## src/hdl/rau_pkg.sv

```systemverilog
// Shared types and constants for the rational arithmetic unit.
// No dependencies; imported by every module in hdl/.
package rau_pkg;
	localparam int OpW = 32;
	localparam int MagW = 2 * OpW + 1;

	typedef enum logic [2:0] {
		OP_ADD = 3'd0, OP_SUB = 3'd1, OP_MUL = 3'd2,
		OP_DIV = 3'd3, OP_EQ = 3'd4, OP_NORM = 3'd5
	} op_t;

	typedef enum logic [1:0] {
		ST_OK = 2'd0, ST_DIVZERO = 2'd1, ST_OVERFLOW = 2'd2, ST_ZERODEN = 2'd3
	} status_t;

	typedef struct packed {
		logic [2:0] req_type;
		logic signed [OpW-1:0] left_num;
		logic signed [OpW-1:0] left_den;
		logic signed [OpW-1:0] right_num;
		logic signed [OpW-1:0] right_den;
	} req_t;

	typedef struct packed {
		logic signed [OpW-1:0] res_num;
		logic [OpW-2:0] res_den;
		logic is_equal;
		logic [1:0] status;
	} rsp_t;

	// Classified job handed from the front to the back.
	typedef struct packed {
		logic direct;          // result is final, no reduction needed
		rsp_t rsp;             // final result when direct
		logic neg;             // sign of the reduced result
		logic [MagW-1:0] n;    // numerator magnitude
		logic [MagW-1:0] d;    // denominator magnitude
	} job_t;

	typedef enum logic [2:0] {
		BK_IDLE, BK_GCD, BK_DIVN, BK_DIVD, BK_OUT
	} bk_state_t;
endpackage

```

## src/hdl/rau_front.sv

```systemverilog
// Front part: accepts requests, forms cross products one at a time, classifies.
// Depends on rau_pkg.
module rau_front (
	input  logic clk,
	input  logic arst_n,
	input  logic start,
	input  rau_pkg::req_t req,
	output logic busy,
	output logic job_valid,
	output rau_pkg::job_t job,
	input  logic job_full
);
	import rau_pkg::*;

	typedef struct packed { logic neg; logic [OpW-1:0] mag; } sm_t;

	function automatic sm_t to_sm(input logic [OpW-1:0] v);
		sm_t r;
		r.neg = v[OpW-1];
		r.mag = v[OpW-1] ? (~v + 1'b1) : v;
		return r;
	endfunction

	req_t r_q;
	logic [1:0] phase_q;
	logic act_q;
	logic [2*OpW-1:0] p0_q, p1_q, p2_q;
	logic s0_q, s1_q, s2_q;
	logic [1:0] mcnt_q;
	sm_t a, b, c, d, ma, mb;
	logic [2*OpW-1:0] prod;

	assign a = to_sm(r_q.left_num);
	assign b = to_sm(r_q.left_den);
	assign c = to_sm(r_q.right_num);
	assign d = to_sm(r_q.right_den);
	assign busy = act_q;

	// select the multiplier operands for this cycle: one product per cycle
	always_comb begin
		ma = a; mb = d;
		case (mcnt_q)
			2'd0: begin ma = a; mb = d; end
			2'd1: begin ma = b; mb = c; end
			2'd2: begin ma = b; mb = d; end
			default: begin ma = a; mb = c; end
		endcase
	end
	assign prod = {{OpW{1'b0}}, ma.mag} * {{OpW{1'b0}}, mb.mag};

	// accept, multiply, hand over
	always_ff @(posedge clk or negedge arst_n) begin
		if (!arst_n) begin
			act_q <= 1'b0;
			phase_q <= 2'd0;
			mcnt_q <= 2'd0;
		end else if (!act_q) begin
			if (start) begin
				act_q <= 1'b1;
				phase_q <= 2'd0;
				mcnt_q <= 2'd0;
			end
		end else if (phase_q == 2'd0) begin
			mcnt_q <= mcnt_q + 2'd1;
			if (mcnt_q == 2'd3) phase_q <= 2'd1;
		end else if (!job_full) begin
			act_q <= 1'b0;
		end
	end

	always_ff @(posedge clk) begin
		if (!act_q && start) r_q <= req;
		if (act_q && phase_q == 2'd0) begin
			case (mcnt_q)
				2'd0: begin p0_q <= prod; s0_q <= ma.neg ^ mb.neg; end
				2'd1: begin p1_q <= prod; s1_q <= ma.neg ^ mb.neg; end
				2'd2: begin p2_q <= prod; s2_q <= ma.neg ^ mb.neg; end
				default: begin
					// ad vs cb for divide uses p0, p1; multiply reuses p1 as ac
					if (r_q.req_type == OP_MUL) begin
						p1_q <= prod; s1_q <= ma.neg ^ mb.neg;
					end
				end
			endcase
		end
	end

	assign job_valid = act_q && phase_q == 2'd1 && !job_full;

	// classify and build the job
	always_comb begin
		logic [MagW-1:0] x, y;
		logic xn, yn, cneg;
		op_t op;
		x = '0; y = '0; xn = 1'b0; yn = 1'b0; cneg = 1'b0;
		op = op_t'(r_q.req_type);
		job = '0;
		job.rsp.res_den = {{(OpW-2){1'b0}}, 1'b1};
		job.direct = 1'b1;
		job.rsp.status = ST_OK;
		if (r_q.req_type > OP_NORM) begin
			job.direct = 1'b1;
		end else if (b.mag == '0 || (op != OP_NORM && d.mag == '0)) begin
			job.rsp.status = ST_ZERODEN;
		end else begin
			case (op)
				OP_ADD, OP_SUB: begin
					x = {1'b0, p0_q}; xn = s0_q && p0_q != '0;
					y = {1'b0, p1_q}; yn = (s1_q ^ (op == OP_SUB)) && p1_q != '0;
					if (xn == yn) begin
						job.n = x + y; cneg = xn;
					end else if (x >= y) begin
						job.n = x - y; cneg = xn;
					end else begin
						job.n = y - x; cneg = yn;
					end
					job.d = {1'b0, p2_q};
					// the denominator bd carries a sign of its own
					job.neg = (cneg ^ s2_q) && job.n != '0;
					job.direct = 1'b0;
				end
				OP_MUL: begin
					job.n = {1'b0, p1_q}; job.d = {1'b0, p2_q};
					job.neg = s1_q ^ s2_q;
					job.direct = 1'b0;
				end
				OP_DIV: begin
					if (c.mag == '0) job.rsp.status = ST_DIVZERO;
					else begin
						job.n = {1'b0, p0_q}; job.d = {1'b0, p1_q};
						job.neg = s0_q ^ s1_q;
						job.direct = 1'b0;
					end
				end
				OP_EQ: begin
					job.rsp.is_equal = (p0_q == p1_q) &&
						((s0_q && p0_q != '0) == (s1_q && p1_q != '0));
				end
				default: begin
					job.n = {{(OpW+1){1'b0}}, a.mag};
					job.d = {{(OpW+1){1'b0}}, b.mag};
					job.neg = a.neg ^ b.neg;
					job.direct = 1'b0;
				end
			endcase
			if (job.n == '0) job.neg = 1'b0;
		end
	end
endmodule

```

## config.mk

```make
export PLATFORM = sky130hd
export DESIGN_NAME = rau_front
export DESIGN_NICKNAME = d
export VERILOG_FILES = /design/src/hdl/rau_pkg.sv /design/src/hdl/rau_front.sv
export SDC_FILE = /design/constraint.sdc
export NUM_CORES = 2
export LEC_CHECK = 0
export BUFFER_PORTS_ARGS = -buffer_cell sky130_fd_sc_hd__buf_4
export CAP_MARGIN = 0
export CORE_MARGIN = 1
export CORE_UTILIZATION = 65
export CTS_CLUSTER_DIAMETER = 150
export DETAILED_ROUTE_END_ITERATION = 8
export HOLD_SLACK_MARGIN = 0.02
export PLACE_DENSITY = 0.84
export SETUP_SLACK_MARGIN = 0.2
export SLEW_MARGIN = 15
export SYNTH_ARGS = -nofsm -noshare
export SYNTH_HDL_FRONTEND = slang
export SYNTH_SLANG_ARGS = --single-unit
```

## constraint.sdc

```tcl
create_clock -name clk -period 12 [get_ports clk]
set_input_delay 0.6 -clock clk [delete_from_list [all_inputs] [get_ports clk]]
set_output_delay 0.6 -clock clk [all_outputs]
set_load 0.05 [all_outputs]
```

Word-level counts from Yosys, hierarchy flattened
Index checks and enable logic that the tools add are counted.

Equal/unequal tests: 14. Div/mod/pow operators: 0. $mul: 1. $lt $le $gt $ge: 2. Bitwise operators: 11. Mux-type cells: 46. $add $sub $neg: 8. Reductions and logical operators: 33. Shift operators: 0.

Operators with widths (number): $mux W131 (4); $pmux W131 S4 (1); $mux W65 (5); $mux W134 (1); $sub A64 B64 Y65 (2); $add A32 B1 Y32 const B (4); $mux W32 (4); $not A32 Y32 (4); $pmux W64 S2 (1); $reduce_bool A64 Y1 (2); $logic_not A32 Y1 (3); $mux W33 (2); $add A64 B64 Y65 (1); $logic_not A65 Y1 (1); $reduce_bool A65 Y1 (1); $eq A64 B64 Y1 (1); $ge A64 B64 Y1 (1); $mul A32 B32 Y64 (1); $mux W64 (1); $mux W1 (17); $mux W2 (8); $logic_and A1 B1 Y1 (10); $eq A3 B2 Y1 const B (2); $reduce_and A2 Y1 (3); other kinds (19) (35).

Bits in latches: 0. Input port bits: 135. Word-level logic and storage cells: 129. Bits in read-only memories: 0. Register bits after elaboration: 331. RAM bits: 0. Memories kept: 0.

Depth between registers and ports, before layout
Depth in word-level cells: 17. Depth in mapped cells: 48. Gate-level depth less buffers: 47.

Least setup slack after synthesis
No wires, ideal clock.

Kind: register -> register. From: register r_q[0] (netlist name). To: register p0_q[61] (data pin). Buffers on the path: 1. Library setup time: 0.268 ns. Path slack: 1.149 ns. Stages on the path, launching flop included: 40. Arrival time: 10.583 ns. Cells stage by stage: edfxtp_1 > or3_1 > or3_1 > or3b_2 > inv_1 > nand3_1 > nor2_1 > nand2_1 > or4_1 > or4b_2 > nor2_1 > a41o_1 > clkbuf_1 > nand2_1 > fa_1 > fa_1 > inv_1 > fa_1 > [4 not listed] > fa_1 > ha_1 > nand4_1 > nor2_1 > o211ai_1 > o211ai_1 > a21oi_1 > o31a_1 > o31ai_1 > o41a_1 > a41o_1 > o41a_1 > a41o_1 > or2_2 > nand3_1 > nand2_1 > a21oi_1 > xnor2_1.

Longest elaborated chain between the ends: 5.

Ends and longest elaborated chain: from (decl) (RTL line rau_front.sv:24) `req_t r_q;`; from (signal assigned) (RTL line rau_front.sv:72) `if (!act_q && start) r_q <= req;`; $not A32 Y32 (RTL line rau_front.sv:20) `r.mag = v[OpW-1] ? (~v + 1'b1) : v;`; $add A32 B1 Y32 (RTL line rau_front.sv:20); $mux W32 * (RTL line rau_front.sv:20); $mux W33 * (RTL line rau_front.sv:42) `case (mcnt_q)`; $mul A32 B32 Y64 * (RTL line rau_front.sv:49) `assign prod = {{OpW{1'b0}}, ma.mag} * {{OpW{1'b0}}, mb.mag};`; named net prod[61] (RTL line rau_front.sv:31) `logic [2*OpW-1:0] prod;`; to (signal assigned) (RTL line rau_front.sv:75) `2'd0: begin p0_q <= prod; s0_q <= ma.neg ^ mb.neg; end`; to (decl) (RTL line rau_front.sv:27) `logic [2*OpW-1:0] p0_q, p1_q, p2_q;`.

Mark *: on every way through the listed nets, which the timed path passes. The rest lies on a longest branch. A chain may end at the register's enable or synchronous reset.

Worst setup path in the final report
From: register r_q[35] (netlist name). To: register p2_q[62] (data pin).

Longest elaborated chain between the ends: 5.

Ends and longest elaborated chain: $not A32 Y32 (RTL line rau_front.sv:20); $add A32 B1 Y32 (RTL line rau_front.sv:20); $mux W32 * (RTL line rau_front.sv:20); $mux W33 * (RTL line rau_front.sv:42); $mul A32 B32 Y64 * (RTL line rau_front.sv:49); named net prod[62] (RTL line rau_front.sv:31); to (signal assigned) (RTL line rau_front.sv:77) `2'd2: begin p2_q <= prod; s2_q <= ma.neg ^ mb.neg; end`; to (decl) (RTL line rau_front.sv:27).

Marks and branches as above.

==> out/results.txt <==
Stages on worst setup path = 36
FF-to-FF Start = r_q[35]$_DFFE_PP_
fin. max-slew vios = 0
setup TNS = 0 ps
fmax = 85.3 MHz
aggregate global routing overflow = 0
crit path buf inv count = 6
initial drt markers = 10000
nets@finish = 9008
share of cells above drive strength 1 = 9.21%
CP Max Fanout = 11
Mapped Area = 0.0629 mm2
met1 Resource Use GR = 65.1%
nature of the critical path endpoint = flip-flop
Reg clk slew, reported paths = 70 ps
failing checks = DRC
Worst setup SP type = flip-flop
clk_lat worst skew = 640 ps
dominant cell by count in the synthesized netlist = inv_1
Slew Limit Headroom = 14.3%
fin worst setup slack = 279 ps
I/O pin count = 335
core footprint = 0.0954 mm2
drt first pass iters = 9
GR Util met3 = 23.2%
CTS tree = built
most frequent CP cell = fa_1
Max clock buf depth = 3
Starting Density = 65.9%
Final Skew = 52.3 ps
fill count = 6996
first-pass GRT wire length = 388 mm
Worst Path Class, Setup = reg -> reg
Synth cell types = 100
syn_area_per_cell = 8.54 um2
worst slew pin tran = 1280 ps
FF-to-FF path depth = 36
cell taking the most area after synthesis = fa_1
clock sink total = 330
Routed Antenna Nets = 0
total CTS buffers = 37
critical path's top delay family = adder cells
DRC errors left = 28
Yosys Warn Count = 0
GR Util met2 = 77.1%
reg2reg end = p2_q[62]$_DFFE_PP_
largest net degree at the start of global routing = 76
H-tree Lvls = 2
via count = 61500
final wirelength = 269 mm
total global routing track utilization = 54.1%
die height = 313 um
sequential area share after synthesis = 15.7%
status = complete, but fails checks
WP data required = 12390 ps
top cell type's share of synthesized area = 28.6%
worst setup path startpoint = r_q[35]$_DFFE_PP_
Die Width = 313 um
Port Buffers = 270
synthesized flop and latch total = 330
Multi-input gate area = 0.0474 mm2
initial antenna violation count = 16
unrepaired setup endpoints after global routing = no
vias in the first global route = 60900
Post-synth top cells = inv_1, nor2_1, fa_1, nand2_1, ha_1
hpwl dp = 214 mm
minimum clock period = 11720 ps
Most used DFF post-synth = edfxtp_1
Avg Vias per Cell = 6.98
Clock Tree Root = clkbuf_16
endpoints failing setup = 0
Synth area leaders = fa_1, edfxtp_1, ha_1
FP Rows = 113
area delta synth->final = 8.27%
reg2reg setup slack = 280 ps
Placement Setup Slack = 18.5 ps
Final GP Congestion = 1.14
Hold Crit Class = in -> reg
arrival time worst endpoint = 12110 ps
crit share post-route = 97.7%
FFs w/ async S/R, synth = 1.21%
Hold Fails Final Rpt = 0
final core utilization = 71.3%
Synth Instances = 7365
Post-synth EDFFs = 326
crit path to = p2_q[62]$_DFFE_PP_
die area = 0.0980 mm2
slowest CP cell = or4_1
Register Area = 0.00989 mm2
Worst path max stage delay = 760 ps
grt peak-use layer = met2
max-cap check violation count = 0
Avg WL per Cell = 30.5 um
[timing repair]
action	CTS	global route
gates resized for setup	2	49
buffers inserted	0	18
endpoints found under the hold margin	4	0
setup endpoints to repair	9	36
pin swaps	0	5
hold buffers	1	0
[cell usage in the layout, fill, tap and decap left out, types with 42 or more instances in the layout]
master	count
fa_1	899
o31ai_1	59
mux2i_1	50
o21bai_1	65
o211ai_1	43
inv_1	1151
a31oi_1	42
xnor2_1	157
xor2_1	103
buf_4	469
nor3_1	91
o21ai_0	237
a21oi_1	361
edfxtp_1	326
a22oi_1	44
a21o_1	82
o21a_1	51
nor2_1	953
nor2b_1	46
conb_1	64
nand2b_1	58
nor4_1	69
nand2_1	756
nand4_1	72
ha_1	462
nand3_1	75
a221oi_1	56
[through the flow]
stage,instance area [um2],hold WS (ps),cells
3_5_place_dp,66400,402,8717
2_1_floorplan,63100,304,7427
4_1_cts,67700,127,8783
5_1_grt,68100,139,8804
6_report,68100,134,8812
3_3_place_gp,66400,399,8717
[cell type report]
class / instances / share of cell area (%)
diodes: 10 / 0.0368
clock buffers: 40 / 1.38
clock inverters: 25 / 0.414
inverters: 1156 / 6.37
multi-input cells: 5509 / 69.6
flip-flops and latches: 330 / 14.5
well taps: 1265 / 2.33
repair buffers: 477 / 5.30
[cell families after synthesis]
family | synth area share (%)
adder cells (fa/ha/maj) | 37.8
multiplexers | 1.67
other | 0.0119
buffers and inverters | 9.93
AO/OA/AOI/OAI | 14.7
flip-flops | 15.7
AND/OR/NAND/NOR | 16.5
XOR/XNOR | 3.69
[worst min path at each step]
| stage | from | endpoint | slack [ps] | depth (start not counted) |
|---|---|---|---|---|
| finish | req[71] | r_q[71]$_DFFE_PP_ | 130 | 1 |
| global route | req[71] | r_q[71]$_DFFE_PP_ | 140 | 1 |
| CTS | req[69] | r_q[69]$_DFFE_PP_ | 130 | 1 |
| detailed placement | arst_n | busy$_DFF_PN0_ | 400 | 1 |
| global placement | arst_n | busy$_DFF_PN0_ | 400 | 1 |
| floorplan | arst_n | busy$_DFF_PN0_ | 300 | 0 |
[metal layers]
layer  routed length (um)  part of all wire, %  up-vias
met5                  203                0.076        -
met4                26500                  9.9       20
met3                46200                   17     1734
met2               109000                   41     6137
met1                86800                   32    29100
li1                     -                    -    24600
[sequential cells by signal, indices dropped and copies added, names as in the netlist, 2 cells and up]
name and count:
mcnt_q 2, p0_q 64, p1_q 64, p2_q 64
r_q 127
Power is left out: the tool's default activity adds up to more than one toggle a clock period on the data nets, which glitch-free logic cannot reach.
