<file path="config.mk">
export PLATFORM = sky130hd
export DESIGN_NAME = rau_back
export DESIGN_NICKNAME = d
export VERILOG_FILES = /design/src/hdl/rau_pkg.sv /design/src/hdl/rau_back.sv
export SDC_FILE = /design/constraint.sdc
export NUM_CORES = 2
export LEC_CHECK = 0
export BUFFER_PORTS_ARGS = -buffer_cell sky130_fd_sc_hd__buf_4
export CAP_MARGIN = 10
export CORE_ASPECT_RATIO = 0.9
export CORE_MARGIN = 2
export CORE_UTILIZATION = 49
export DETAILED_ROUTE_END_ITERATION = 16
export GPL_ROUTABILITY_DRIVEN = 0
export PLACE_DENSITY = 0.67
export SLEW_MARGIN = 20
export SYNTH_ARGS = -nofsm -noshare
export SYNTH_HDL_FRONTEND = slang
export SYNTH_SLANG_ARGS = --single-unit
</file>
<file path="constraint.sdc">
create_clock -name clk -period 11.7 [get_ports clk]
set_clock_uncertainty 0.05 [all_clocks]
set_input_delay 1.17 -clock clk [delete_from_list [all_inputs] [get_ports clk]]
set_output_delay 1.17 -clock clk [all_outputs]
set_load 0.02 [all_outputs]
</file>
<file path="src/hdl/rau_pkg.sv">
// Shared types and constants for the rational arithmetic unit.
// No dependencies; imported by every module in hdl/.
package rau_pkg;
	localparam int OpW = 32;
	localparam int MagW = 2 * OpW + 1;

	typedef enum logic [2:0] {
		OP_ADD = 3'd0, OP_SUB = 3'd1, OP_MUL = 3'd2,
		OP_DIV = 3'd3, OP_EQ = 3'd4, OP_NORM = 3'd5
	} op_t;

	typedef enum logic [1:0] {
		ST_OK = 2'd0, ST_DIVZERO = 2'd1, ST_OVERFLOW = 2'd2, ST_ZERODEN = 2'd3
	} status_t;

	typedef struct packed {
		logic [2:0] req_type;
		logic signed [OpW-1:0] left_num;
		logic signed [OpW-1:0] left_den;
		logic signed [OpW-1:0] right_num;
		logic signed [OpW-1:0] right_den;
	} req_t;

	typedef struct packed {
		logic signed [OpW-1:0] res_num;
		logic [OpW-2:0] res_den;
		logic is_equal;
		logic [1:0] status;
	} rsp_t;

	// Classified job handed from the front to the back.
	typedef struct packed {
		logic direct;          // result is final, no reduction needed
		rsp_t rsp;             // final result when direct
		logic neg;             // sign of the reduced result
		logic [MagW-1:0] n;    // numerator magnitude
		logic [MagW-1:0] d;    // denominator magnitude
	} job_t;

	typedef enum logic [2:0] {
		BK_IDLE, BK_GCD, BK_DIVN, BK_DIVD, BK_OUT
	} bk_state_t;
endpackage

</file>
<file path="src/hdl/rau_back.sv">
// Back part: binary gcd and restoring divisions, then range check.
// Depends on rau_pkg.
module rau_back (
	input  logic clk,
	input  logic arst_n,
	input  logic job_avail,
	input  rau_pkg::job_t job,
	output logic job_pop,
	output logic done,
	output rau_pkg::rsp_t rsp
);
	import rau_pkg::*;
	localparam int CntW = $clog2(MagW + 1);

	bk_state_t st_q, st_d;
	logic [MagW-1:0] n_q, d_q, x_q, y_q, g_q, qn_q, rem_q, quo_q;
	logic neg_q;
	logic [CntW-1:0] cnt_q;
	rsp_t rsp_q;
	logic [MagW-1:0] rem_sh, rem_nx, quo_nx, diff_xy, diff_yx, half;
	logic bit_nx;

	assign half = {{(MagW-OpW){1'b0}}, 1'b1, {(OpW-1){1'b0}}};

	// next state
	always_comb begin
		st_d = st_q;
		case (st_q)
			BK_IDLE: if (job_avail) st_d = job.direct ? BK_OUT : BK_GCD;
			BK_GCD:  if (x_q == '0 || y_q == '0) st_d = BK_DIVN;
			BK_DIVN: if (cnt_q == CntW'(MagW-1)) st_d = BK_DIVD;
			BK_DIVD: if (cnt_q == CntW'(MagW-1)) st_d = BK_OUT;
			BK_OUT:  st_d = BK_IDLE;
			default: st_d = BK_IDLE;
		endcase
	end

	// outputs
	always_comb begin
		job_pop = st_q == BK_IDLE && job_avail;
		done = st_q == BK_OUT;
		rsp = rsp_q;
	end

	// one restoring division step
	assign rem_sh = {rem_q[MagW-2:0], quo_q[MagW-1]};
	assign bit_nx = rem_sh >= g_q;
	assign rem_nx = bit_nx ? rem_sh - g_q : rem_sh;
	assign quo_nx = {quo_q[MagW-2:0], bit_nx};
	assign diff_xy = x_q - y_q;
	assign diff_yx = y_q - x_q;

	always_ff @(posedge clk or negedge arst_n) begin
		if (!arst_n) st_q <= BK_IDLE;
		else st_q <= st_d;
	end

	// datapath: one binary gcd step per cycle, each step drops at least one bit,
	// so at most 2*MagW steps; common factors of two are counted in cnt_q
	always_ff @(posedge clk) begin
		case (st_q)
			BK_IDLE: begin
				n_q <= job.n; d_q <= job.d; neg_q <= job.neg;
				x_q <= job.n; y_q <= job.d; cnt_q <= '0;
				rsp_q <= job.rsp;
			end
			BK_GCD: begin
				if (x_q == '0 || y_q == '0) begin
					g_q <= (x_q | y_q) << cnt_q;
					cnt_q <= '0; rem_q <= '0; quo_q <= n_q;
				end else if (!x_q[0] && !y_q[0]) begin
					x_q <= x_q >> 1; y_q <= y_q >> 1; cnt_q <= cnt_q + 1'b1;
				end else if (!x_q[0]) begin
					x_q <= x_q >> 1;
				end else if (!y_q[0]) begin
					y_q <= y_q >> 1;
				end else if (x_q >= y_q) begin
					x_q <= diff_xy >> 1;
				end else begin
					y_q <= diff_yx >> 1;
				end
			end
			BK_DIVN, BK_DIVD: begin
				if (cnt_q == CntW'(MagW-1)) begin
					cnt_q <= '0; rem_q <= '0;
					if (st_q == BK_DIVN) begin
						qn_q <= quo_nx;
						quo_q <= d_q;
					end else begin
						// range check on the reduced pair
						if (quo_nx > half - 1'b1 ||
							(neg_q ? qn_q > half : qn_q > half - 1'b1)) begin
							rsp_q.res_num <= '0;
							rsp_q.res_den <= {{(OpW-2){1'b0}}, 1'b1};
							rsp_q.is_equal <= 1'b0;
							rsp_q.status <= ST_OVERFLOW;
						end else begin
							rsp_q.res_num <= neg_q ? (~qn_q[OpW-1:0] + 1'b1) :
								qn_q[OpW-1:0];
							rsp_q.res_den <= quo_nx[OpW-2:0];
							rsp_q.is_equal <= 1'b0;
							rsp_q.status <= ST_OK;
						end
					end
				end else begin
					rem_q <= rem_nx; quo_q <= quo_nx;
					cnt_q <= cnt_q + 1'b1;
				end
			end
			BK_OUT: ;
			default: ;
		endcase
	end
endmodule

</file>
# Word level (Yosys, flattened, before mapping)
# Index checks and enable logic that the tools add are counted.
dict set report word_totals {
  reg_bits 596
  input_bits 201
  out_inout_bits 68
  elab_cells 109
}
dict set report op_classes {
  addsub 5
  order_cmp 5
  n_eq_ne 18
  shifts 1
  muxes 36
  n_bitwise 2
  reduce_logical 25
}
# op count
set ops {}
lappend ops {{$mux 65} 13}
lappend ops {{$pmux 65 s2} 3}
lappend ops {{$mux 66} 3}
lappend ops {{$mux 64} 3}
lappend ops {{$pmux 66 s2} 1}
lappend ops {{$ge 65x65->1} 2}
lappend ops {{$gt 65x31->1 const B} 2}
lappend ops {{$logic_not 65->1} 2}
lappend ops {{$sub 65x65->65} 2}
lappend ops {{$pmux 64 s2} 1}
lappend ops {{$gt 65x32->1 const B} 1}
lappend ops {{$or 65x65->65} 1}
lappend ops {{$shl 65x7->65} 1}
lappend ops {{$sub 64x64->64} 1}
lappend ops {{$add 32x1->32 const B} 1}
lappend ops {{$mux 32} 1}
lappend ops {{$not 32->32} 1}
lappend ops {{$mux 7} 3}
lappend ops {{$pmux 7 s3} 1}
lappend ops {{$mux 3} 5}
lappend ops {{$ne 2x2->1 const B} 7}
lappend ops {{$ne 4x4->1 const B} 3}
lappend ops {{$pmux 3 s4} 1}
lappend ops {{$reduce_and 3->1} 4}
lappend ops {{other kinds (16)} 29}

# Logic depth before layout (Yosys ltp)
dict set report depth {
  word_depth 7
  depth_mapped 16
  depth_no_buf 14
}

# Least setup slack after synthesis
# Ideal clock, no wire load.
dict set report synth_path {
  path_type {register -> output}
  start {register st_q[1]}
  end {output port job_pop}
  arrival_time_ns 7.027
  t_required_ns 10.480
  slack_ns 3.453
  path_stages_with_launch 5
  n_path_buf 1
  path_cell_list {dfrtp_1 -> clkbuf_1 -> or2_2 -> nor2_1 -> and2_1}
}
dict set report synth_between {
  elab_chain_cells 2
}
# item line
set synth_rtl {}
lappend synth_rtl {{start, declared} rau_back.sv:15} ;# bk_state_t st_q, st_d;
lappend synth_rtl {{start signal, assigned} rau_back.sv:55} ;# else st_q <= st_d;
lappend synth_rtl {{$logic_not 3->1} rau_back.sv:40} ;# job_pop = st_q == BK_IDLE && job_avail;
lappend synth_rtl {{$logic_and 1x1->1} rau_back.sv:40}
lappend synth_rtl {{end, declared} rau_back.sv:8} ;# output logic job_pop,
# Every way passes these cells.

# Worst setup path after layout
dict set report layout_path {
  start {register x_q[1]}
  end {register y_q[35], enable pin}
}
dict set report layout_between {
  elab_chain_cells 4
  elab_cells_between_ends 6
  classes_between {1 x order compare; 2 x eq/ne; 3 x reduce/logical}
}
# item line
set layout_rtl {}
lappend layout_rtl {{start, declared} rau_back.sv:16} ;# logic [MagW-1:0] n_q, d_q, x_q, y_q, g_q, qn_q, rem_q, quo_q;
lappend layout_rtl {{start signal, assigned} rau_back.sv:72} ;# x_q <= x_q >> 1; y_q <= y_q >> 1; cnt_q <= cnt_q + 1'b1;
lappend layout_rtl {{start signal, assigned} rau_back.sv:74} ;# x_q <= x_q >> 1;
lappend layout_rtl {{start signal, assigned} rau_back.sv:78} ;# x_q <= diff_xy >> 1;
lappend layout_rtl {{branches (longest 3 deep; another with $ge 65x65->1)} --}
lappend layout_rtl {{$reduce_and 4->1 (no source line) *} --}
lappend layout_rtl {{end signal, assigned} rau_back.sv:72}
lappend layout_rtl {{end signal, assigned} rau_back.sv:76} ;# y_q <= y_q >> 1;
lappend layout_rtl {{end signal, assigned} rau_back.sv:80} ;# y_q <= diff_yx >> 1;
lappend layout_rtl {{end, declared} rau_back.sv:16}
# Mark *: on every way between the ends.
# A chain may end at the register's enable or synchronous reset.

==> impl_results.md <==
* Period Utilization, post-route at 0.471
* H-tree depth at 3
* Fill cells at 7,400
* Setup crit end kind: flip-flop
* DR iter-0 viols at 6,372
* Ports at 269
* Hold Crit Class: in2async
* Worst ir drop on vdd at 0.0987 mV
* CTS clk-pin slew, worst paths at 0.07 ns
* Leakage power at 0.0177 uW
* DRT antenna net count at 0
* Total negative setup slack at 0 ns
* GRT Overall Usage at 0.342
* Root buffer cell: clkbuf_16
* Rel. slew slack at 0.138
* Fin nets at 4,981
* Wirelength per Cell at 27.1 um
* Placed instance area at 0.0444 mm2
* Worst-Margin Slew at 1.28 ns
* Main synth FF type: edfxtp_1
* Layout cell share with drive strength beyond 1 at 0.116
* Worst r2r src: x_q[1]$_DFFE_PP_
* Routed WL at 155 mm
* R2R Setup Slk at 6.19 ns
* Status: completed
* Initial antenna violation count at 22
* PwrDens at 99.4 mW/mm2
* Critical path origin: x_q[1]$_DFFE_PP_
* Max Root-Sink Buffers at 3
* Setup Fix Bufs, Post-CTS at 0
* Die X at 311 um
* EDFF count, synth at 593
* Mean Syn Cell Area at 9.48 um2
* Crit path arrival time at 5.70 ns
* Fin. Hold Viols at 0
* Total number of vias at 37,400
* Register area share after synthesis at 0.431
* Grt total ovfl at 0
* CP Max Fanout at 53
* Mapped Area at 0.0415 mm2
* Synth Instances at 4,381
* Worst-Skew Late Latency at 0.64 ns
* Die Area at 0.0871 mm2
* Synthesis-stage register bit count at 596
* Number of I/O port buffers at 268
* Worst Reg2Reg Path Length in Cells at 13
* Final Max Slew Viols at 0
* Netlist cell types at 85
* Largest net degree at the start of global routing at 107
* Initial core utilization at 0.493
* Setup violators final at 0
* DRC at 0
* Req. time, crit path at 11.89 ns
* First-pass GRT wire length at 223 mm
* YS warnings at 0
* Hold Slack at 0.280 ns
* Post-Syn Nets at 4,849
* Final instance area at 0.0467 mm2
* Hold-fix buffer count after cts at 0
* Clock sinks at 596
* Via/cell ratio at 6.54
* Die height at 280 um
* RSZ-0062 raised after global routing: false
* Vias in the first global route at 33,400
* Gates resized, CTS repair at 0
* Achievable Freq at 0.181 GHz
* CTS buffer count at 68
* Rows at 101
* Min Tclk post-route at 5.51 ns
* CTS tree: yes
* HPWL after DPL at 118 mm
* Startpoint Class: flip-flop
* Core box area at 0.0842 mm2
* WS Path Type: reg2reg
* Ys async rst share at 0.00503
* Layout Utilization at 0.555
* Pre-Repair DR Iteration Count at 9
* Area Growth Syn to Fin at 12.5%
* Max-Cap Viols at 0
[state kept, by name, summed over array words and instances, names as in the netlist, 7 cells and up]
| register | flops |
|---|---|
| n_q | 65 |
| g_q | 65 |
| rsp | 66 |
| quo_q | 65 |
| y_q | 65 |
| d_q | 65 |
| qn_q | 65 |
| x_q | 65 |
| rem_q | 64 |
| cnt_q | 7 |
[power breakdown]
part	switching (uW)	internal (uW)
clock	957	1260
combinational	51.7	49.8
sequential	0	2320
[final timing paths]
kind	endpoint
setup / recovery	y_q[35]$_DFFE_PP_
hold / removal	st_q[2]$_DFFE_PN0P_
setup reg to reg	y_q[35]$_DFFE_PP_
hold reg to reg	qn_q[34]$_DFFE_PP_
max in group asynchronous	st_q[1]$_DFFE_PN0P_
min in group clk	qn_q[34]$_DFFE_PP_
[area by class of cell]
cell class                 count  area (um2)  share of cell area
inverter                     302        1130              0.0243
multi-input combinational   3229       21600               0.462
sequential                   596       17900               0.383
antenna                       13        32.5            0.000696
clock buffer                  74        1720              0.0369
clock inverter                46         567              0.0121
timing repair buffer         316        2380              0.0509
tap                         1133        1420              0.0303
[cell usage in the layout, fill, tap and decap left out, types with 21 or more instances in the layout]
| cell type | instances |
|---|---|
| a31oi_1 | 29 |
| xnor2_1 | 166 |
| nor3_1 | 80 |
| and3_1 | 22 |
| clkbuf_16 | 68 |
| mux2i_1 | 141 |
| ha_1 | 264 |
| nand3_1 | 72 |
| buf_4 | 315 |
| a221oi_1 | 79 |
| nand2_1 | 419 |
| inv_1 | 289 |
| nand4_1 | 60 |
| a22o_1 | 30 |
| o31ai_1 | 59 |
| nor2_1 | 467 |
| edfxtp_1 | 593 |
| a21o_1 | 45 |
| o21bai_1 | 69 |
| xor2_1 | 44 |
| mux4_2 | 48 |
| a211oi_1 | 41 |
| o21ai_0 | 298 |
| clkinv_1 | 22 |
| o22ai_1 | 21 |
| nor4_1 | 93 |
| nor2b_1 | 39 |
| a21oi_1 | 375 |
[cells in the mapped netlist (all sizes together), types with 30 or more instances]
cell    instances  area [um2]
nor3           83         438
buf            77         365
a21oi         376        1880
nand3          72         360
a221oi         79         692
edfxtp        593       17800
o21ai         301        1510
a211oi         41         308
nor4           96         607
nor2          473        1780
o31ai          60         464
clkbuf        177         666
nand4          60         375
nor2b          39         244
xor2           44         385
ha            264        3300
mux4           48        1080
o21bai         69         518
inv           291        1090
a21o           45         338
nand2         423        1590
mux2i         141        1410
xnor2         166        1450
a22o           30         263
[stage by stage]
stage | setup WS [ns] | std cells | total power [uW]
after floorplan | 3.45 | 4381 | 2380
after global placement | 6.57 | 5575 | 2460
after detailed placement | 6.47 | 5575 | 2460
after CTS | 6.46 | 5695 | 4660
after global routing | 6.08 | 5701 | 4740
final | 6.19 | 5709 | 4650
[metal layers]
layer | part of all wire | global-route usage
met5 | 0.0010 | 0
met4 | 0.052 | 0.154
met3 | 0.16 | 0.133
met2 | 0.39 | 0.451
met1 | 0.40 | 0.488
[critical path, cell delays in order, from the launching register on]
cell	delay (ns)
edfxtp_1	0.51
inv_1	0.17
ha_1	0.44
o21bai_1	0.14
a221oi_1	0.48
o211ai_1	0.37
nand3_1	0.30
nand4_1	0.12
nand2_1	0.28
nor3_1	0.16
or3_1	0.39
buf_4	0.29
a21boi_4	0.50
buf_4	0.82
[kinds of logic (layout without fill, tap and decap cells)]
logic type	count (synthesis)	count (layout)	synth area share
compound gates	1194	1194	0.181
xor+xnor	210	210	0.0443
fa+ha+maj	267	267	0.0810
buf+inv	556	738	0.0521
flops	596	596	0.431
mux	193	193	0.0611
other cells	0	13	0
simple gates	1365	1365	0.150
Power figures use the tool's default switching activity.
