**src/hdl/rau_pkg.sv**
```systemverilog
// Shared types and constants for the rational arithmetic unit.
// No dependencies; imported by every module in hdl/.
package rau_pkg;
	localparam int OpW = 32;
	localparam int MagW = 2 * OpW + 1;

	typedef enum logic [2:0] {
		OP_ADD = 3'd0, OP_SUB = 3'd1, OP_MUL = 3'd2,
		OP_DIV = 3'd3, OP_EQ = 3'd4, OP_NORM = 3'd5
	} op_t;

	typedef enum logic [1:0] {
		ST_OK = 2'd0, ST_DIVZERO = 2'd1, ST_OVERFLOW = 2'd2, ST_ZERODEN = 2'd3
	} status_t;

	typedef struct packed {
		logic [2:0] req_type;
		logic signed [OpW-1:0] left_num;
		logic signed [OpW-1:0] left_den;
		logic signed [OpW-1:0] right_num;
		logic signed [OpW-1:0] right_den;
	} req_t;

	typedef struct packed {
		logic signed [OpW-1:0] res_num;
		logic [OpW-2:0] res_den;
		logic is_equal;
		logic [1:0] status;
	} rsp_t;

	// Classified job handed from the front to the back.
	typedef struct packed {
		logic direct;          // result is final, no reduction needed
		rsp_t rsp;             // final result when direct
		logic neg;             // sign of the reduced result
		logic [MagW-1:0] n;    // numerator magnitude
		logic [MagW-1:0] d;    // denominator magnitude
	} job_t;

	typedef enum logic [2:0] {
		BK_IDLE, BK_GCD, BK_DIVN, BK_DIVD, BK_OUT
	} bk_state_t;
endpackage

```
**src/hdl/rau_queue.sv**
```systemverilog
// Two-entry job queue between front and back.
// Depends on rau_pkg.
module rau_queue (
	input  logic clk,
	input  logic arst_n,
	input  logic push,
	input  rau_pkg::job_t din,
	output logic full,
	output logic nonempty,
	input  logic pop,
	output rau_pkg::job_t dout
);
	import rau_pkg::*;
	job_t mem_q [2];
	logic wp_q, rp_q;
	logic [1:0] cnt_q;

	assign full = cnt_q == 2'd2;
	assign nonempty = cnt_q != 2'd0;
	assign dout = mem_q[rp_q];

	// advance pointers and count
	always_ff @(posedge clk or negedge arst_n) begin
		if (!arst_n) begin
			wp_q <= 1'b0; rp_q <= 1'b0; cnt_q <= 2'd0;
		end else begin
			if (push) wp_q <= ~wp_q;
			if (pop) rp_q <= ~rp_q;
			cnt_q <= cnt_q + {1'b0, push} - {1'b0, pop};
		end
	end

	always_ff @(posedge clk) begin
		if (push) mem_q[wp_q] <= din;
	end
endmodule

```
**config.mk**
```make
export PLATFORM = sky130hd
export DESIGN_NAME = rau_queue
export DESIGN_NICKNAME = d
export VERILOG_FILES = /design/src/hdl/rau_pkg.sv /design/src/hdl/rau_queue.sv
export SDC_FILE = /design/constraint.sdc
export NUM_CORES = 1
export LEC_CHECK = 0
export ABC_CLOCK_PERIOD_IN_PS = 14120
export BUFFER_PORTS_ARGS = -buffer_cell sky130_fd_sc_hd__buf_4
export CAP_MARGIN = 20
export CORE_MARGIN = 3
export CORE_UTILIZATION = 24
export CTS_BUF_LIST = sky130_fd_sc_hd__clkbuf_16
export DETAILED_ROUTE_END_ITERATION = 12
export PLACE_DENSITY = 0.48
export SLEW_MARGIN = 20
export SYNTH_ARGS = -nofsm -noshare
export SYNTH_HDL_FRONTEND = slang
export SYNTH_SLANG_ARGS = --single-unit
export TNS_END_PERCENT = 100
```
**constraint.sdc**
```tcl
create_clock -name clk -period 14.12 [get_ports clk]
set_input_delay 1.412 -clock clk [delete_from_list [all_inputs] [get_ports clk]]
set_output_delay 1.412 -clock clk [all_outputs]
set_load 0.02 [all_outputs]
```
# ---- After elaboration in Yosys (flattened, before gate mapping)
# Memories as Yosys holds them, arrays and structs flattened.
# Cells that the tools add are included.
dict set report word_totals {
  ram_bits 396
  out_inout_bits 200
  regBits 4
  inputBits 202
  memories 1
  word_cells 12
}
dict set report op_classes {
  add_sub_neg 2
  n_bitwise 2
  eq_ne 1
  muxes 2
  reduce_logical 1
}
# memory words word_bits read_ports rd_ports_with_merged_regs wr line
set mem_list {}
lappend mem_list {mem_q 2 198 1 0 1 rau_queue.sv:14} ;# job_t mem_q [2];
# cell n
set ops {}
lappend ops {{adder 2 x 1 -> 2 bit} 1}
lappend ops {{== test 2 bit, second input constant} 1}
lappend ops {{two-way mux 1 bit} 2}
lappend ops {{NOT 1 bit} 2}
lappend ops {{nonzero test 2 bit} 1}
lappend ops {{subtractor 2 x 1 -> 2 bit} 1}

# ---- Logic depth before layout (Yosys ltp)
# Gate-level depths: netlist of run 1.
dict set report depth {
  depth_word 2
  depth_mapped 5
}

# ---- Worst setup path before layout of run 1
# OpenSTA, ideal clock, no wires.
dict set report synth_timing {
  path_type {input -> register}
  start {input push}
  end {memory mem_q[0][0] in the netlist's numbering, enable pin}
  path_stages 1
  setup_ns 0.783
  path_buffers 0
  t_required_ns 13.337
  arrival_time_ns 9.950
  path_slack_ns 3.387
  cell_sequence {nor2b_1}
}
dict set report synth_via {
  elab_chain_len 2
}
# item line
set synth_lines {}
lappend synth_lines {{from (decl)} rau_queue.sv:6} ;# input logic push,
lappend synth_lines {{two-way mux 1 bit} rau_queue.sv:34} ;# if (push) mem_q[wp_q] <= din;
lappend synth_lines {{two-way mux 1 bit (implied by the code)} rau_queue.sv:34}
lappend synth_lines {{to (decl)} rau_queue.sv:14}
# No other way between the ends.

==> results of run 1 <==
==> layout by cell type, fill, tap and decap left out <==
cell type / n
and2_4: 1
buf_12: 1
buf_4: 408
bufinv_16: 4
clkbuf_16: 45
clkinv_1: 11
clkinv_2: 10
clkinv_4: 2
clkinvlp_4: 1
dfrtp_1: 3
dfrtp_4: 1
diode_2: 1
edfxtp_1: 396
ha_1: 2
inv_1: 7
inv_6: 1
mux2_2: 98
mux2_4: 100
nor2b_1: 1
nor2b_4: 1
or2_2: 1
xor2_1: 2
xor3_1: 1
==> sequential cells by signal, summed over array words and instances, names as in the netlist <==
| signal | flops |
|---|---|
| rp_q | 1 |
| mem_q | 396 |
| cnt_q | 2 |
| wp_q | 1 |
==> area by class of cell <==
class	count	area (sq um)	area share, %
tap	828	1036	5.123
antenna	1	2.502	0.01238
clock inverter	34	264.0	1.306
multi-input combinational	207	2706	13.38
sequential	400	12000	59.32
inverter	2	7.507	0.03713
timing repair buffer	409	3083	15.25
clock buffer	45	1126	5.569
==> worst max-delay path, delay by kind of cell (launching register included) <==
family,cells,cell delay (ns)
multiplexers,1,0.41
buffers and inverters,3,1.55
flip-flops,1,0.93
==> layer usage <==
metal	vias up	track usage, %	routed length (microns)
met2	268	17.66	17660
li1	3388	-	-
met3	58	4.857	3664
met4	4	3.567	915
met1	3641	10.60	12340
met5	-	0	27
==> synth_stat cells <==
cell | count | area [sq um]
ha_1 | 2 | 25.02
xor2_1 | 2 | 17.52
xor3_1 | 1 | 23.77
dfrtp_1 | 4 | 100.1
edfxtp_1 | 396 | 11890
mux2_2 | 98 | 1104
nor2b_1 | 2 | 12.51
buf_6 | 14 | 157.7
buf_2 | 8 | 40.04
or2_2 | 1 | 6.260
and2_1 | 1 | 6.260
inv_1 | 2 | 7.510
mux2_4 | 100 | 1501
==> report_power, final <==
part           leakage (nW)  internal, W  switching [W]
Clock                 0.707     0.000650       0.000450
Combinational          3.24     0.000685       0.000767
Sequential             3.76      0.00158      0.0000873
Total                  7.71      0.00291        0.00130
==> worst paths after layout <==
kind	endpoint	start	cells after the start
min reg2reg	wp_q	wp_q	1
min in group asynchronous	rp_q	arst_n	1
min	wp_q	wp_q	1
max	dout[9]	rp_q	4
max in group asynchronous	rp_q	arst_n	1
max reg2reg	mem_q[1][165]	wp_q	3
==> cells by family (layout without fill, tap and decap cells) <==
family | count (synthesis) | in the layout | synth area share [%]
flops | 400 | 400 | 80.52
mux | 198 | 198 | 17.49
buf+inv | 24 | 490 | 1.378
simple gates | 4 | 4 | 0.1681
xor+xnor | 3 | 3 | 0.2772
fa+ha+maj | 2 | 2 | 0.1680
other cells | 0 | 1 | 0
==> per-stage QoR <==
step | hold WS [ns] | cell area [sq um] | setup WS (ns) | utilization, % | cells
after global routing | 0.5772 | 20220 | 8.883 | 33.19 | 1925
after detailed placement | 0.5332 | 18830 | 9.641 | 30.91 | 1846
after global placement | 0.5328 | 18830 | 9.671 | 30.91 | 1846
final | 0.5463 | 20220 | 9.161 | 33.19 | 1926
after CTS | 0.5453 | 20220 | 9.021 | 33.19 | 1925
after floorplan | 0.4555 | 14890 | 3.387 | - | 631
==> results.yml, run 1 <==
run_status:
  status: "completed"
sta:
  maxSlewViolCount: 0
  rsz0062_at_grt: "no"
  hold_viol: 0
  fmax_mhz: 201.7
  fin_tns_setup_ns: 0
  setup_viol: 0
  fin_skew_ns: 0.009496
  fin_crit_ns: 4.959
  tightest_slew_ns: 1.076
  relSlewSlack_pct: 28.28
  finalCritPeriodShare_pct: 35.12
critical_path:
  crit_chain: "buf_4, buf_4, mux2_2, buf_4"
  start_kind: "flip-flop"
  path_max_fanout: 51
  crit_slowest_cell: "dfrtp_4"
  worstPathRequired_ns: 12.71
  crit_top_cell: "buf_4"
  end_kind: "output port"
  slowest_delay_ns: 0.93
  criticalPathCategory: "flip-flop to output port"
  r2r_slack_ns: 11.24
  worstPathArrival_ns: 3.55
clocking:
  cts_root_buf: "clkbuf_16"
  cts_sinks: 400
  postCtsResizedCells: 0
  htreeDepth: 2
  path_clk_slew_ns: 0.06
  holdBufCountCts: 0
  post-cts-setup-buffers: 0
  clockBufferDepth: 3
  numCtsBuffers: 44
  worstSkewPairLatency_ns: 0.54
  tritoncts: "built"
floorplanning:
  initial_core_util_pct: 24.45
  die_area_sq_um: 65080
  rows: 90
  die_h_microns: 255.1
  core_area_sq_um: 60920
  io_pins: 402
  die_x_microns: 255.1
detailed_routing:
  viasPerCell: 3.821
  route.detailed.drc: 0
  antenna_left: 0
  wl_per_cell_microns: 17.97
  dr.first_iter.drc_count: 245
  drt_wl_total_microns: 34610
  drt-pass1-iter-count: 4
  via_count: 7359
hold_path:
  hp-class: "flip-flop to flip-flop"
global_route:
  grt_usage_pct: 10.10
  grt_max_degree: 142
  antenna_found_initial: 3
  grt_overflow: 0
  grt_pass1_wl_microns: 48970
  grt_pass1_vias: 8033
final_layout:
  area_growth_pct: 35.77
  final_nets: 1268
  fillers: 5872
  drive_gt1_share_pct: 61.44
placed_design:
  io_buffer_count: 401
  gp_congestion: 0.7136
  dp_hpwl_microns: 23780
power:
  peakVddDrop_uv: 217.8
  leakage_nw: 7.711
  p_total_w: 0.004218
  power_density_nw_per_um2: 208.6
synth:
  yosys_warnings: 0
  ys_types: 13
  ys_seq_elements: 400
  synth_seq_area_share_pct: 80.52
  synthCells: 631
  syn_nets: 835
  netlist_area_sq_um: 14890
  syn_area_per_cell_sq_um: 23.60
run:
  maxCapViolCount: 0
No activity file was read; power rests on OpenSTA's default activity.
==> run 2, diff against run 1 <==
--- a/config.mk
+++ b/config.mk
@@ -5,7 +5,7 @@
 export SDC_FILE = /design/constraint.sdc
 export NUM_CORES = 1
 export LEC_CHECK = 0
-export ABC_CLOCK_PERIOD_IN_PS = 14120
+export ABC_CLOCK_PERIOD_IN_PS = 4800
 export BUFFER_PORTS_ARGS = -buffer_cell sky130_fd_sc_hd__buf_4
 export CAP_MARGIN = 20
 export CORE_MARGIN = 3
==> constraint.sdc (replaced) <==
create_clock -name clk -period 4.8 [get_ports clk]
set_input_delay 0.48 -clock clk [delete_from_list [all_inputs] [get_ports clk]]
set_output_delay 0.48 -clock clk [all_outputs]
set_load 0.02 [all_outputs]
==> results.yml, run 2 (synthesis gave the netlist of run 1 again) <==
power:
  p_sw_w: 0.003851
  p_seq_share_pct: 39.3
  internal_power_w: 0.008591
  p_total_w: 0.01244
  pwr-share-clk_pct: 26.0
  power_density_nw_per_um2: 613.5
  leakage_nw: 7.731
  peakVddDrop_uv: 350.3
  power_frac_comb_pct: 34.7
  sw_frac_of_total_pct: 30.95
critical_path:
  worstPathRequired_ns: 4.32
  criticalPathCategory: "flip-flop to output port"
  start_kind: "flip-flop"
  slowest_delay_ns: 1.01
  crit_chain: "buf_4, mux2_4, buf_4"
  crit_top_cell: "buf_4"
  end_kind: "output port"
  path_max_fanout: 54
  crit_buf_inv: 2
  cp_top_family: "flip-flops"
  crit_slowest_cell: "dfrtp_4"
  worstPathArrival_ns: 2.69
sta:
  hold_ws_ns: 0.1013
  relSlewSlack_pct: 30.98
  finalCritPeriodShare_pct: 66.05
  maxSlewViolCount: 0
  rsz0062_at_grt: "no"
  fin_skew_ns: 0.01962
  fin_crit_ns: 3.170
  fmax_mhz: 315.4
  tightest_slew_ns: 1.035
  fin_tns_setup_ns: 0
  hold_viol: 0
  setup_viol: 0
hold_path:
  hp-class: "input pin to flip-flop"
placed_design:
  dp_hpwl_microns: 22230
  gp_congestion: 0.6954
  io_buffer_count: 401
floorplanning:
  core_area_sq_um: 60920
  initial_core_util_pct: 24.45
  die_h_microns: 255.1
  io_pins: 402
  die_x_microns: 255.1
  rows: 90
  die_area_sq_um: 65080
clocking:
  cts_root_buf: "clkbuf_16"
  numCtsBuffers: 45
  clockBufferDepth: 3
  worstSkewPairLatency_ns: 0.56
  holdBufCountCts: 1
  post-cts-setup-buffers: 0
  postCtsResizedCells: 0
  htreeDepth: 2
  tritoncts: "built"
  cts_sinks: 400
  path_clk_slew_ns: 0.07
detailed_routing:
  antenna_left: 0
  viasPerCell: 3.821
  drt-pass1-iter-count: 4
  route.detailed.drc: 0
  wl_per_cell_microns: 17.61
  via_count: 7356
  dr.first_iter.drc_count: 316
  drt_wl_total_microns: 33910
global_route:
  grt_pass1_vias: 7782
  grt_pass1_wl_microns: 48250
  grt_usage_pct: 9.870
  grt_overflow: 0
  antenna_found_initial: 2
  grt_max_degree: 127
run:
  maxCapViolCount: 0
final_layout:
  drive_gt1_share_pct: 61.22
  fillers: 5880
  area_growth_pct: 36.17
  top_regs: "mem_q: 396 flops, cnt_q: 2 flops"
  utilization_pct: 33.29
  final_nets: 1270
  final_common_cell: "buf_4"
  regMostFlops: "mem_q"
  final_cell_mix: "404 x buf_4, 396 x edfxtp_1, 100 x mux2_4"
  largest_reg_flops: 396
run_status:
  status: "completed"
[run 2: cell types whose count changed in the layout (fill, tap and decap cells not counted), sizes merged]
cell,previous run,this run
clkbuf,45,47
clkinvlp,1,2
clkinv,23,17
inv,8,10
dlygate4sd3,0,1
bufinv,4,3
[run 2: layout make-up]
type / count / area (sq um) / share of cell area, %
antenna: 1 / 2.502 / 0.01234
clock buffer: 47 / 1176 / 5.800
clock inverter: 30 / 212.7 / 1.049
inverter: 2 / 7.507 / 0.03702
multi-input combinational: 207 / 2706 / 13.35
sequential: 400 / 12000 / 59.15
tap: 828 / 1036 / 5.109
timing repair buffer: 410 / 3143 / 15.50
[run 2: stage by stage]
| stage | std cells | area [sq um] | setup WS, ns |
|---|---|---|---|
| floorplan | 631 | 14900 | 0.9204 |
| global placement | 1846 | 18880 | 2.164 |
| detailed placement | 1846 | 18880 | 2.138 |
| CTS | 1924 | 20280 | 1.512 |
| global route | 1924 | 20280 | 1.457 |
| finish | 1925 | 20280 | 1.630 |
[run 2: worst paths after layout]
kind	depth (start not counted)	end	start	slack (ns)
setup / recovery	3	dout[83]	rp_q	1.63
hold / removal	1	mem_q[1][20]	din[20]	0.10
setup reg to reg	2	mem_q[0][180]	wp_q	2.92
hold reg to reg	1	wp_q	wp_q	0.55
max in group asynchronous	2	rp_q	arst_n	4.37
min in group asynchronous	2	wp_q	arst_n	0.29
[run 2: routing by layer]
metal / routed length (microns) / global-route usage [%] / vias to the layer above
li1: - / - / 3393
met1: 13780 / 12.09 / 3632
met2: 15660 / 15.47 / 273
met3: 3676 / 4.766 / 56
met4: 779 / 2.932 / 2
met5: 9 / 0 / -
[run 2: power groups by stage]
stage	Clock, W	Sequential, W	Combinational (W)
floorplan	0	0.00487	0.00284
detailed placement	0	0.00498	0.00443
CTS	0.00339	0.00491	0.00445
global route	0.00353	0.00496	0.00460
global placement	0	0.00496	0.00442
finish	0.00324	0.00489	0.00431
==> run 3, diff against run 2 <==
--- a/config.mk
+++ b/config.mk
@@ -5,14 +5,14 @@
 export SDC_FILE = /design/constraint.sdc
 export NUM_CORES = 1
 export LEC_CHECK = 0
-export ABC_CLOCK_PERIOD_IN_PS = 4800
+export ABC_CLOCK_PERIOD_IN_PS = 2800
 export BUFFER_PORTS_ARGS = -buffer_cell sky130_fd_sc_hd__buf_4
 export CAP_MARGIN = 20
 export CORE_MARGIN = 3
 export CORE_UTILIZATION = 24
 export CTS_BUF_LIST = sky130_fd_sc_hd__clkbuf_16
 export DETAILED_ROUTE_END_ITERATION = 12
-export PLACE_DENSITY = 0.48
+export PLACE_DENSITY = 0.49
 export SLEW_MARGIN = 20
 export SYNTH_ARGS = -nofsm -noshare
 export SYNTH_HDL_FRONTEND = slang
==> constraint.sdc (replaced) <==
create_clock -name clk -period 2.8 [get_ports clk]
set_input_delay 0.28 -clock clk [delete_from_list [all_inputs] [get_ports clk]]
set_output_delay 0.28 -clock clk [all_outputs]
set_load 0.02 [all_outputs]
==> results.yml, run 3 (synthesis gave the netlist of run 1 again) <==
sta:
  rsz0062_at_grt: "no"
  maxSlewViolCount: 0
  hold_ws_ns: 0.08225
  tightest_slew_ns: 0.6531
  hold_viol: 0
  setup_viol: 0
  fmax_mhz: 383.1
  relSlewSlack_pct: 56.46
  fin_crit_ns: 2.610
  finalCritPeriodShare_pct: 93.21
  fin_skew_ns: 0.01144
detailed_routing:
  drt_wl_total_microns: 35620
  antenna_left: 0
  wl_per_cell_microns: 16.61
  via_count: 8218
  dr.first_iter.drc_count: 310
  drt-pass1-iter-count: 4
  route.detailed.drc: 0
  viasPerCell: 3.833
final_layout:
  regMostFlops: "mem_q"
  final_cell_mix: "416 x buf_4, 396 x edfxtp_1, 201 x dlygate4sd3_1"
  final_nets: 1487
  largest_reg_flops: 396
  fillers: 5736
  final_cells: 2144
  top_regs: "mem_q: 396 flops, cnt_q: 2 flops"
  drive_gt1_share_pct: 52.25
  finalInstanceArea_sq_um: 22420
  utilization_pct: 36.80
  area_growth_pct: 50.53
  final_common_cell: "buf_4"
clocking:
  numCtsBuffers: 44
  path_clk_slew_ns: 0.06
  htreeDepth: 2
  cts_root_buf: "clkbuf_16"
  postCtsResizedCells: 0
  worstSkewPairLatency_ns: 0.54
  cts_sinks: 400
  tritoncts: "built"
  clockBufferDepth: 3
global_route:
  grt-busiest-layer: "met2"
  grt_pass1_vias: 8895
  use_met3_pct: 3.983
  grt_usage_pct: 10.39
  grt_max_degree: 92
  antenna_found_initial: 3
  grt_pass1_wl_microns: 51880
  grt_overflow: 0
  grt_use_met1_pct: 12.50
  grtUsageMet2_pct: 17.28
placed_design:
  dpl_cell_area_sq_um: 19090
  dp.cells: 1864
  gp_congestion: 0.6873
  io_buffer_count: 401
  dp_hpwl_microns: 23720
critical_path:
  crit_slowest_cell: "dfrtp_4"
  end_kind: "output port"
  r2r_slack_ns: 1.04
  worstPathArrival_ns: 2.33
  crit_cells: 3
  worstPathRequired_ns: 2.52
  crit_buf_inv: 2
  worstReg2RegEnd: "mem_q[1][99]"
  slowest_delay_ns: 0.83
  path_max_fanout: 40
  cp_top_family: "flip-flops"
  r2r-start: "wp_q"
  crit_chain: "buf_12, mux2_2, buf_4"
  criticalPathCategory: "flip-flop to output port"
  r2r.worst_path.cells: 2
  start_kind: "flip-flop"
floorplanning:
  die_h_microns: 255.1
  io_pins: 402
  die_x_microns: 255.1
  rows: 90
  die_area_sq_um: 65080
  core_area_sq_um: 60920
  initial_core_util_pct: 24.45
power:
  power_frac_comb_pct: 37.2
  leakage_nw: 8.668
  pwr-share-clk_pct: 24.5
  peakVddDrop_uv: 530.3
  internal_power_w: 0.01487
  power_density_nw_per_um2: 965.6
  p_sw_w: 0.006779
  sw_frac_of_total_pct: 31.32
  p_seq_share_pct: 38.3
run_status:
  status: "completed"
hold_path:
  hp-class: "input pin to async pin"
run:
  maxCapViolCount: 0
[run 3: changes by cell type in the layout (fill, tap and decap cells not counted), sizes merged]
cell,delta
clkinvlp,-2
clkbuf,-2
diode,+2
buf,+18
clkinv,+1
bufinv,-1
inv,+3
dlygate4sd3,+200
[run 3: area by class of cell]
type	instances	area (sq um)	share of cell area [%]
Antenna cell	3	7.507	0.03349
Timing Repair Buffer	628	5355	23.89
Multi-Input combinational cell	207	2706	12.07
Inverter	2	7.507	0.03349
Sequential cell	400	12000	53.51
Tap cell	828	1036	4.621
Clock inverter	31	185.2	0.8260
Clock buffer	45	1126	5.023
[run 3: per-layer routing]
metal / vias to the layer above / part of all wire (%)
met3: 51 / 9.0
met1: 4059 / 41
li1: 3827 / -
met2: 281 / 48
met4: 0 / 2.3
met5: - / 0
[run 3: how the worst max path moves through the flow]
stage | from | endpoint
after floorplan | wp_q | mem_q[0][0]
after global placement | rp_q | dout[64]
after detailed placement | rp_q | dout[64]
after CTS | rp_q | dout[64]
after global routing | rp_q | dout[64]
final | rp_q | dout[64]
[run 3: power by group through the flow]
stage	Sequential, W	Clock, W	Combinational [W]
global route	0.00841	0.00580	0.00854
detailed placement	0.00844	0	0.00797
CTS	0.00832	0.00556	0.00823
finish	0.00829	0.00530	0.00805
floorplan	0.00835	0	0.00488
global placement	0.00839	0	0.00799
[run 3: through the flow]
step | setup TNS, ns | worst slack [ns] | total power (W)
4_1_cts | 0 | 0.08044 | 0.02212
6_report | 0 | 0.1900 | 0.02165
2_1_floorplan | -295.93 | -0.9852 | 0.01323
5_1_grt | 0 | 0.04773 | 0.02274
3_3_place_gp | 0 | 0.7166 | 0.01638
3_5_place_dp | 0 | 0.6990 | 0.01641
[run 3: what timing repair did]
item / in CTS / in global routing
hold buffers: 201 / 0
endpoints found under the hold margin: 403 / 0
buffers inserted: 0 / 0
